<file path="src/rtl/achs_pkg.sv">
// ----------------------------------------------------------------------------
// achs_pkg
// shared types and constants of the active channel hop selector: action codes,
// default channel plan and the sizing of the hop count reduction
// ----------------------------------------------------------------------------
package achs_pkg;

    typedef logic [1:0] action_t;

    localparam action_t ACT_WRITE    = 2'd0;
    localparam action_t ACT_DEFAULTS = 2'd1;
    localparam action_t ACT_STEP     = 2'd2;
    localparam action_t ACT_HOP      = 2'd3;

    localparam logic [31:0] DEFAULT_FREQ_0 = 32'd868100000;
    localparam logic [31:0] DEFAULT_FREQ_1 = 32'd868300000;
    localparam logic [31:0] DEFAULT_FREQ_2 = 32'd868500000;

    // widest table index over the supported range of channel counts
    localparam int INDEX_W_MAX = 6;

    // width of the random value fed to the hop count reduction
    localparam int RND_W       = 32;

    typedef enum logic [5:0] {
        S_IDLE = 6'b000001,
        S_MOD  = 6'b000010,
        S_REM  = 6'b000100,
        S_STEP = 6'b001000,
        S_READ = 6'b010000,
        S_RESP = 6'b100000
    } state_t;

    function automatic logic [31:0] default_freq(input logic [INDEX_W_MAX-1:0] idx);
        logic [31:0] f;
        unique case (idx)
            6'd0:    f = DEFAULT_FREQ_0;
            6'd1:    f = DEFAULT_FREQ_1;
            6'd2:    f = DEFAULT_FREQ_2;
            default: f = 32'd0;
        endcase
        return f;
    endfunction

endpackage

</file>
<file path="src/rtl/active_channel_hop_selector.sv">
// ----------------------------------------------------------------------------
// active_channel_hop_selector
// channel table with next-active and random hop selection
// ----------------------------------------------------------------------------
// Input channel (in_valid / in_stall) carries one action: write a table entry,
// restore the default plan, step to the next active channel, or hop a number
// of steps given by random_value mod CHANNELS. Every input transfer yields
// exactly one output transfer (out_valid / out_stall) with the selected index,
// its frequency and the number of active entries.
// The frequency table sits in a memory with a registered read; a
// per-entry valid flag makes unwritten entries read as the default plan.
// Write and restore go through the read and response states; a step moves the
// index to the next entry until it lands on an active one (1 to CHANNELS+1 moves);
// a hop first reduces random_value modulo CHANNELS (reciprocal multiply, then one
// correction) and then takes that many steps; a remainder of zero takes none.
// One item is processed at a time; the input stalls while an item is in work.
// A finished result waits in the output register while the next item is taken.
// Reset restores the default plan and selects index 0 at once, no sweep.
// While the receiver stalls, the output holds and a newer result waits inside.
// ----------------------------------------------------------------------------
module active_channel_hop_selector #(
    parameter int CHANNELS = 16
) (
    input  logic                 clk,
    input  logic                 rst_n,
    input  logic                 in_valid,
    output logic                 in_stall,
    input  achs_pkg::action_t    action,
    input  logic [3:0]           channel_index,
    input  logic [31:0]          frequency,
    input  logic [31:0]          random_value,
    output logic                 out_valid,
    input  logic                 out_stall,
    output logic [3:0]           current_index,
    output logic [31:0]          current_frequency,
    output logic [4:0]           active_count
);
    import achs_pkg::*;

    localparam int IW = $clog2(CHANNELS);
    localparam int CW = $clog2(CHANNELS + 1);
    localparam logic [IW-1:0]       LAST_INDEX     = IW'(CHANNELS - 1);
    localparam logic [IW:0]         MOD_DIVISOR    = (IW + 1)'(CHANNELS);
    localparam logic [CHANNELS-1:0] DEFAULT_ACTIVE = CHANNELS'(3'b111);

    // floor(2^shift / CHANNELS) gives a quotient that is exact or one low
    localparam int                  RECIP_SHIFT    = RND_W + IW;
    localparam logic [32:0]         RECIP          = 33'((64'd1 << RECIP_SHIFT) /
                                                         64'(CHANNELS));
    localparam int                  PROD_W         = RND_W + 33;

    state_t                 state_reg, state_next;
    logic [IW-1:0]          sel_reg, sel_next;
    logic [CW-1:0]          moves_reg, moves_next;
    logic [IW-1:0]          hops_reg, hops_next;
    logic [RND_W-1:0]       rnd_reg, rnd_next;
    logic [RND_W-1:0]       quot_reg, quot_next;
    logic [CHANNELS-1:0]    valid_reg, valid_next;
    logic [CHANNELS-1:0]    active_reg, active_next;
    logic [CW-1:0]          count_reg, count_next;

    logic                   out_valid_reg, out_valid_next;
    logic [3:0]             out_index_reg, out_index_next;
    logic [31:0]            out_freq_reg, out_freq_next;
    logic [4:0]             out_count_reg, out_count_next;

    // frequency memory
    logic [31:0]            mem [CHANNELS];
    logic                   mem_we;
    logic [IW-1:0]          wr_addr;
    logic [31:0]            rd_data_reg;
    logic                   rd_valid_reg;

    logic [IW-1:0]          next_sel;
    logic [PROD_W-1:0]      recip_prod;
    logic [IW:0]            quot_low;
    logic [IW:0]            rem_try;
    logic [IW-1:0]          mod_rem;
    logic [7:0]             count_ext;
    logic [7:0]             index_ext;

    assign wr_addr  = IW'(channel_index);
    assign next_sel = (sel_reg == LAST_INDEX) ? '0 : sel_reg + 1'b1;
    assign in_stall = (state_reg != S_IDLE);

    assign out_valid         = out_valid_reg;
    assign current_index     = out_index_reg;
    assign current_frequency = out_freq_reg;
    assign active_count      = out_count_reg;

    // reciprocal multiply for the quotient estimate
    assign recip_prod = PROD_W'(rnd_reg) * PROD_W'(RECIP);

    // remainder is below 2*CHANNELS, so the low bits are enough
    assign quot_low = quot_reg[IW:0] * MOD_DIVISOR;
    assign rem_try  = rnd_reg[IW:0] - quot_low;
    assign mod_rem  = (rem_try >= MOD_DIVISOR) ? IW'(rem_try - MOD_DIVISOR)
                                               : rem_try[IW-1:0];

    assign count_ext = 8'(count_reg);
    assign index_ext = 8'(sel_reg);

    always_comb
    begin
        state_next     = state_reg;
        sel_next       = sel_reg;
        moves_next     = moves_reg;
        hops_next      = hops_reg;
        rnd_next       = rnd_reg;
        quot_next      = quot_reg;
        valid_next     = valid_reg;
        active_next    = active_reg;
        count_next     = count_reg;
        out_valid_next = out_valid_reg;
        out_index_next = out_index_reg;
        out_freq_next  = out_freq_reg;
        out_count_next = out_count_reg;
        mem_we         = 1'b0;

        if (out_valid_reg && !out_stall)
        begin
            out_valid_next = 1'b0;
        end

        unique case (state_reg)
            S_IDLE:
            begin
                if (in_valid)
                begin
                    unique case (action)
                        ACT_WRITE:
                        begin
                            if (32'(channel_index) < CHANNELS)
                            begin
                                mem_we               = 1'b1;
                                valid_next[wr_addr]  = 1'b1;
                                active_next[wr_addr] = (frequency != 32'd0);
                                if (active_reg[wr_addr] && frequency == 32'd0)
                                begin
                                    count_next = count_reg - 1'b1;
                                end
                                else if (!active_reg[wr_addr] && frequency != 32'd0)
                                begin
                                    count_next = count_reg + 1'b1;
                                end
                            end
                            state_next = S_READ;
                        end
                        ACT_DEFAULTS:
                        begin
                            valid_next  = '0;
                            active_next = DEFAULT_ACTIVE;
                            count_next  = CW'(3);
                            sel_next    = '0;
                            state_next  = S_READ;
                        end
                        ACT_STEP:
                        begin
                            sel_next   = next_sel;
                            moves_next = '0;
                            hops_next  = IW'(1);
                            state_next = S_STEP;
                        end
                        ACT_HOP:
                        begin
                            rnd_next   = random_value;
                            state_next = S_MOD;
                        end
                    endcase
                end
            end
            S_MOD:
            begin
                quot_next  = RND_W'(recip_prod >> RECIP_SHIFT);
                state_next = S_REM;
            end
            S_REM:
            begin
                if (mod_rem == '0)
                begin
                    state_next = S_READ;
                end
                else
                begin
                    hops_next  = mod_rem;
                    sel_next   = next_sel;
                    moves_next = '0;
                    state_next = S_STEP;
                end
            end
            S_STEP:
            begin
                // one index move per cycle; a step ends on an active entry
                // or after a full extra lap
                if (active_reg[sel_reg] || moves_reg == CW'(CHANNELS))
                begin
                    hops_next = hops_reg - 1'b1;
                    if (hops_reg == IW'(1))
                    begin
                        state_next = S_READ;
                    end
                    else
                    begin
                        sel_next   = next_sel;
                        moves_next = '0;
                    end
                end
                else
                begin
                    sel_next   = next_sel;
                    moves_next = moves_reg + 1'b1;
                end
            end
            S_READ:
            begin
                state_next = S_RESP;
            end
            S_RESP:
            begin
                if (!out_valid_reg || !out_stall)
                begin
                    out_valid_next = 1'b1;
                    out_index_next = index_ext[3:0];
                    out_freq_next  = rd_valid_reg ? rd_data_reg
                                                  : default_freq(INDEX_W_MAX'(sel_reg));
                    out_count_next = (count_ext > 8'd31) ? 5'd31 : count_ext[4:0];
                    state_next     = S_IDLE;
                end
            end
            default:
            begin
                state_next = S_IDLE;
            end
        endcase
    end

    always_ff @(posedge clk or negedge rst_n)
    begin
        if (!rst_n)
        begin
            state_reg     <= S_IDLE;
            sel_reg       <= '0;
            moves_reg     <= '0;
            hops_reg      <= '0;
            valid_reg     <= '0;
            active_reg    <= DEFAULT_ACTIVE;
            count_reg     <= CW'(3);
            out_valid_reg <= 1'b0;
        end
        else
        begin
            state_reg     <= state_next;
            sel_reg       <= sel_next;
            moves_reg     <= moves_next;
            hops_reg      <= hops_next;
            valid_reg     <= valid_next;
            active_reg    <= active_next;
            count_reg     <= count_next;
            out_valid_reg <= out_valid_next;
        end
    end

    always_ff @(posedge clk)
    begin
        rnd_reg       <= rnd_next;
        quot_reg      <= quot_next;
        out_index_reg <= out_index_next;
        out_freq_reg  <= out_freq_next;
        out_count_reg <= out_count_next;
    end

    always_ff @(posedge clk)
    begin
        if (mem_we)
        begin
            mem[wr_addr] <= frequency;
        end
        if (state_reg == S_READ)
        begin
            rd_data_reg  <= mem[sel_reg];
            rd_valid_reg <= valid_reg[sel_reg];
        end
    end

endmodule
</file>
<file path="config.mk">
export PLATFORM = sky130hd
export DESIGN_NAME = active_channel_hop_selector
export DESIGN_NICKNAME = d
export VERILOG_FILES = /design/src/rtl/achs_pkg.sv /design/src/rtl/active_channel_hop_selector.sv
export SDC_FILE = /design/constraint.sdc
export NUM_CORES = 1
export LEC_CHECK = 0
export ABC_AREA = 1
export BUFFER_PORTS_ARGS = -buffer_cell sky130_fd_sc_hd__buf_2
export CAP_MARGIN = 20
export CORE_ASPECT_RATIO = 0.5
export CORE_UTILIZATION = 30
export CTS_BUF_LIST = sky130_fd_sc_hd__clkbuf_4 sky130_fd_sc_hd__clkbuf_8
export CTS_CLUSTER_DIAMETER = 60
export DETAILED_ROUTE_END_ITERATION = 10
export PLACE_DENSITY = 0.54
export SYNTH_ARGS = -nofsm -noshare
export SYNTH_HDL_FRONTEND = slang
export SYNTH_SLANG_ARGS = --single-unit
</file>
<file path="constraint.sdc">
create_clock -name clk -period 4.4 [get_ports clk]
set_input_delay 0 -clock clk [delete_from_list [all_inputs] [get_ports clk]]
set_output_delay 0 -clock clk [all_outputs]
set_load 0.05 [all_outputs]
</file>
==> qor.yml, run 1 <==
outcome:
  status: "complete, no violations"
synth:
  synth_edf_count: 590
  ys_seq_elements: 647
  synthFlopType: "edfxtp_1"
  synth_top_family_by_area: "simple AND/OR/NAND/NOR gates"
  synth-simple-area-share: 0.117
  synth-seq-area-share: 0.739
  synth_top_cells_by_area: "edfxtp_1 68%, o21ai_0 5.3%, dfrtp_1 4.9%"
  synthDistinctLibCells: 46
  yosys.area.top_type_share: 0.684
  synthAdderAreaFrac: 0.00580
  synth_area_sq_um: 25900
  synth_common_cells: "590 x edfxtp_1, 312 x nor2_1, 288 x nand2_1"
  async_flop_share: 0.0881
  yosysTopAreaCell: "edfxtp_1"
  synth_most_common_cell: "edfxtp_1"
  avgSynthCellArea_sq_um: 12.6
  synth_nets: 2147
  ys_warn_count: 0
  synth_xor_area_frac: 0.00440
  muxShareOfSynthArea: 0
  synth_cells: 2061
  synth_compound_area_frac: 0.100
sta:
  tightest_slew_ns: 1.04
  rsz0062_at_grt: "false"
  holdWs_ns: 0.123
  final_max_slew_viol_count: 0
  relSlewSlack: 0.306
  hold_viol_final: 0
  setup_viol_count_final: 0
  fin_crit_sh: 0.752
  fin_setup_tns_ns: 0
  period_minus_slack_ns: 3.31
  clock_skew_ns: 0.0624
  fmax_mhz: 302
clocking:
  clk_latency_ns: 0.73
  htreeDepth: 3
  cts_resized: 0
  cts-buffers-inserted: 99
  cts_tree: "yes"
  cts.sinks: 647
  clkSlewWorstSetupHoldPaths_ns: 0.06
  cts.path.max_buffers: 3
  cts_root_buf: "clkbuf_8"
  post_cts_buffers: 0
final_layout:
  final_area_sq_um: 30100
  area_growth_pct: 16.3
  nets: 2311
  largest_reg_flops: 512
  drive_above_1_share: 0.146
  final_util: 0.356
  fin_cells: 3458
detailed_routing:
  ant_nets: 0
  vias: 16800
  first_iter_violations: 1449
  wl_per_cell_microns: 19.9
  drc: 0
  viasPerCell: 4.86
  wl_met3_mm: 3.80
  drt-met1-wl_mm: 31.7
  dr_wl_met2_mm: 31.6
  drt-total-wl_mm: 68.8
  top_layer: "met5"
  dr.pass1.iters: 5
floorplanning:
  row_count: 75
  dieArea_sq_um: 87600
  io_pins: 117
  die_h_microns: 210
  die_w_microns: 418
  core_area_sq_um: 84600
  start_util: 0.306
setup_path:
  startpoint: "sel_reg[1]$_DFFE_PN0P_"
  worstPathArrival_ns: 3.90
  slowest_stage: "buf_4"
  crit_chain: "inv_4 -> buf_4 -> buf_4 -> o21ai_0 -> o22ai_1 -> nand2_1 -> nand4_1"
  path_class: "register to register"
  cp_data_required_time_ns: 5.00
  max_stage_delay_ns: 0.74
  setup.worst_path.end_class: "register"
  path_max_fanout: 69
  crit_top_cell: "buf_4"
  start_kind: "register"
  r2r-start: "sel_reg[1]$_DFFE_PN0P_"
placement:
  dpl.hpwl_mm: 35.9
  dpl.cell_count: 3220
  place_area_sq_um: 27700
  portBuffers: 88
  gp_congestion: 0.791
grt:
  overflow: 0
  antenna_found_initial: 3
  grt_pass1_vias: 16200
  grt_first_pass_wirelength_mm: 102
  grt_max_degree: 212
  grt_usage: 0.155
min_path:
  hp-class: "input pin to register"
  min_from: "out_stall"
flow_run:
  maxCapViolations: 0
power:
  ir_drop_mv: 0.302
  powerDensity_nw_per_um2: 535
  leakage_nw: 10.4
-- metrics by stage --
step	power (mW)	worst slack, ns
floorplan	10.2	0.429
finish	16.1	1.09
detailed placement	11.4	1.09
global placement	11.4	1.08
CTS	16.3	1.13
global route	17.0	0.923
-- cells by family after synthesis --
family	count (synthesis)
and+or+nand+nor	715
DFF	647
AOI/OAI and AO/OA	474
buffers and inverters	200
xor gates and xnor gates	13
adders and majority gates	12
-- cell usage in the layout (no fill, tap or decap), types with 5 or more instances in the layout --
cell / n
inv_2: 9
nor2_2: 6
xor2_1: 9
ha_1: 12
o21ai_1: 22
a21oi_1: 24
o211ai_1: 5
nand4_1: 36
nand3_1: 43
inv_1: 69
clkinv_1: 34
edfxtp_1: 590
nor2_4: 18
nand2_1: 288
buf_4: 33
o22ai_1: 137
dlygate4sd3_1: 59
clkinv_2: 6
clkbuf_4: 28
nor2_1: 298
dfstp_2: 6
o21ai_0: 274
clkbuf_8: 100
buf_2: 88
clkinvlp_4: 5
dfrtp_1: 49
-- final timing paths --
path	endpoint	cells past startpoint	slack, ns
min in group asynchronous	active_reg[4]$_DFFE_PN0P_	4	0.49
max in group asynchronous	valid_reg[11]$_DFFE_PN0P_	4	3.29
worst min register to register	hops_reg[1]$_DFFE_PN0P_	2	0.48
worst max register to register	rd_data_reg[14]$_DFFE_PP_	7	1.09
worst min-delay path	out_valid$_DFF_PN0_	4	0.12
worst max-delay path	rd_data_reg[14]$_DFFE_PP_	7	1.09
-- area by class of cell --
cell class | instances | area, sq um
Clock buffer | 128 | 1590
Tap cell | 1155 | 1450
Clock inverter | 50 | 284
Fill cell | 8339 | 54500
Inverter | 82 | 323
Timing Repair Buffer | 181 | 1300
Antenna cell | 1 | 2.50
Sequential cell | 647 | 19200
Multi-Input combinational cell | 1214 | 6020
-- metal layers --
| metal | vias to the layer above | track usage |
|---|---|---|
| met4 | 4 | 0.0507 |
| met1 | 8414 | 0.213 |
| met3 | 129 | 0.0294 |
| li1 | 7778 | - |
| met5 | - | 0 |
| met2 | 467 | 0.247 |
-- worst max-delay path, delay by kind of cell, from the launching register on --
kind	cells	cell delay (ns)
AO/OA/AOI/OAI	2	0.42
buffers and inverters	3	1.69
AND/OR/NAND/NOR	2	0.23
flip-flops	1	0.71
-- timing repair --
| action | in CTS | in global routing |
|---|---|---|
| endpoints found under the hold margin | 684 | 0 |
| hold buffers | 59 | 0 |
| endpoints found under the setup margin | 0 | 0 |
-- power breakdown --
group / switching, mW / total, mW / internal (mW)
logic: 2.69 / 3.91 / 1.23
clock network: 2.40 / 4.82 / 2.43
registers: 0.275 / 7.39 / 7.11
Power figures use the tool's default switching activity.
==> run 2, diff against run 1 <==
--- a/config.mk
+++ b/config.mk
@@ -13,7 +13,7 @@
 export CTS_BUF_LIST = sky130_fd_sc_hd__clkbuf_4 sky130_fd_sc_hd__clkbuf_8
 export CTS_CLUSTER_DIAMETER = 60
 export DETAILED_ROUTE_END_ITERATION = 10
-export PLACE_DENSITY = 0.54
+export PLACE_DENSITY = 0.53
 export SYNTH_ARGS = -nofsm -noshare
 export SYNTH_HDL_FRONTEND = slang
 export SYNTH_SLANG_ARGS = --single-unit
==> constraint.sdc (replaced) <==
create_clock -name clk -period 3.16 [get_ports clk]
set_input_delay 0 -clock clk [delete_from_list [all_inputs] [get_ports clk]]
set_output_delay 0 -clock clk [all_outputs]
set_load 0.05 [all_outputs]
==> run 2 against run 1 <==
Power is 41% higher. Sequential power rose by 38%. Critical path depth is 5 higher. Clock power rose by 40%. First-iteration DRC count grew 11%. Final cell count increased by 0.43%. Sequential share of layout area fell by 0.88 points. Register-to-register slack got worse by 0.68 ns.
==> qor.yml, run 2 (synthesis gave the netlist of run 1 again) <==
grt:
  grt_pass1_vias: 16200
  overflow: 0
  grt_max_degree: 149
  grt_usage: 0.159
  antenna_found_initial: 2
  grt_first_pass_wirelength_mm: 104
setup_path:
  path_max_fanout: 80
  r2r-start: "sel_reg[0]$_DFFE_PN0P_"
  start_kind: "register"
  cp_data_required_time_ns: 3.73
  worstPathArrival_ns: 3.32
  startpoint: "sel_reg[0]$_DFFE_PN0P_"
  path_class: "register to register"
  setup.worst_path.end_class: "register"
clocking:
  cts_tree: "yes"
  clk_latency_ns: 0.73
  cts_root_buf: "clkbuf_8"
  cts-buffers-inserted: 99
  htreeDepth: 3
  post_cts_buffers: 0
  cts.path.max_buffers: 3
  clkSlewWorstSetupHoldPaths_ns: 0.05
  cts.sinks: 647
detailed_routing:
  first_iter_violations: 1609
  ant_nets: 0
  drc: 0
  vias: 16800
  dr.pass1.iters: 5
  drt-total-wl_mm: 70.2
  viasPerCell: 4.83
  wl_per_cell_microns: 20.2
min_path:
  hp-class: "input pin to register"
  min_from: "out_stall"
power:
  powerDensity_nw_per_um2: 743
  combPwrFrac: 0.253
  leakage_nw: 10.6
  p_int_mw: 15.2
  seqPwrFrac: 0.448
  ir_drop_mv: 0.400
  swShare: 0.329
  finalPower_mw: 22.7
  clkPwrFrac: 0.298
  p_sw_mw: 7.46
sta:
  clock_skew_ns: 0.0542
  fmax_mhz: 364
  hold_viol_final: 0
  period_minus_slack_ns: 2.75
  fin_setup_tns_ns: 0
  setup_viol_count_final: 0
  rsz0062_at_grt: "false"
  tightest_slew_ns: 0.796
  relSlewSlack: 0.469
  fin_crit_sh: 0.869
  final_max_slew_viol_count: 0
placement:
  gp_congestion: 0.818
  dpl.hpwl_mm: 37.1
  portBuffers: 88
floorplanning:
  dieArea_sq_um: 87600
  start_util: 0.306
  die_h_microns: 210
  io_pins: 117
  die_w_microns: 418
  row_count: 75
  core_area_sq_um: 84600
flow_run:
  maxCapViolations: 0
final_layout:
  area_growth_pct: 17.9
  layout_common_cells: "590 x edfxtp_1, 298 x nor2_1, 288 x nand2_1"
  n_antenna_cell: 0
  drive_above_1_share: 0.159
  largest_reg_flops: 512
  fillers: 8318
  layout_commonest_cell: "edfxtp_1"
  nets: 2330
outcome:
  status: "complete, no violations"
run 2: power by group through the flow:
stage	clock network, mW	registers [mW]	logic, mW
CTS	6.91	10.2	5.79
global placement	0	10.3	5.62
global route	7.27	10.2	6.41
detailed placement	0	10.3	5.69
finish	6.76	10.2	5.75
floorplan	0	10.3	3.92
run 2: path summary, 6_finish.rpt:
path,slack (ns),depth (start not counted),endpoint
worst max-delay path,0.41,12,state_reg[1]$_DFFE_PN0P_
worst min-delay path,0.19,4,out_valid$_DFF_PN0_
worst max register to register,0.41,12,state_reg[1]$_DFFE_PN0P_
worst min register to register,0.48,2,hops_reg[1]$_DFFE_PN0P_
max in group asynchronous,2.20,4,count_reg[1]$_DFFE_PN1P_
min in group asynchronous,0.46,3,active_reg[0]$_DFFE_PN1P_
run 2: cell type report:
class | count | area [sq um] | area share
Clock inverter | 30 | 168 | 0.00549
Sequential cell | 647 | 19200 | 0.627
Tap cell | 1155 | 1450 | 0.0473
Inverter | 82 | 323 | 0.0106
Multi-Input combinational cell | 1214 | 6030 | 0.197
Clock buffer | 145 | 1730 | 0.0565
Timing Repair Buffer | 200 | 1690 | 0.0552
run 2: per-layer routing:
| layer | routed length, microns | track usage |
|---|---|---|
| met5 | 17 | 0 |
| met4 | 1840 | 0.0552 |
| met3 | 3640 | 0.0263 |
| met2 | 32700 | 0.252 |
| met1 | 32000 | 0.222 |
run 2: what timing repair did:
item,CTS,global route
gates resized for setup,0,0
hold endpoints to repair,629,0
hold buffers,58,0
run 2: worst max-delay path, cell delays in order (launching register included):
cell	delay [ns]
dfrtp_4	0.59
inv_8	0.20
buf_12	0.35
nand2_1	0.11
nand3_1	0.08
nand2_1	0.07
nand2_1	0.06
nand2_1	0.06
nor2_2	0.14
nand3_2	0.18
nand2_1	0.16
nor2_1	0.05
dlygate4sd3_1	0.56
run 2: metrics by stage:
step | area, sq um | cells | hold slack [ns] | setup slack (ns) | util
3_3_place_gp | 28100 | 3240 | 0.0836 | 0.531 | 0.331
3_5_place_dp | 28100 | 3240 | 0.0895 | 0.574 | 0.331
6_report | 30500 | 3473 | 0.187 | 0.413 | 0.361
2_1_floorplan | 25900 | 2061 | -0.296 | -0.00575 | -
4_1_cts | 30500 | 3473 | 0.132 | 0.402 | 0.361
5_1_grt | 30500 | 3473 | 0.173 | 0.181 | 0.361
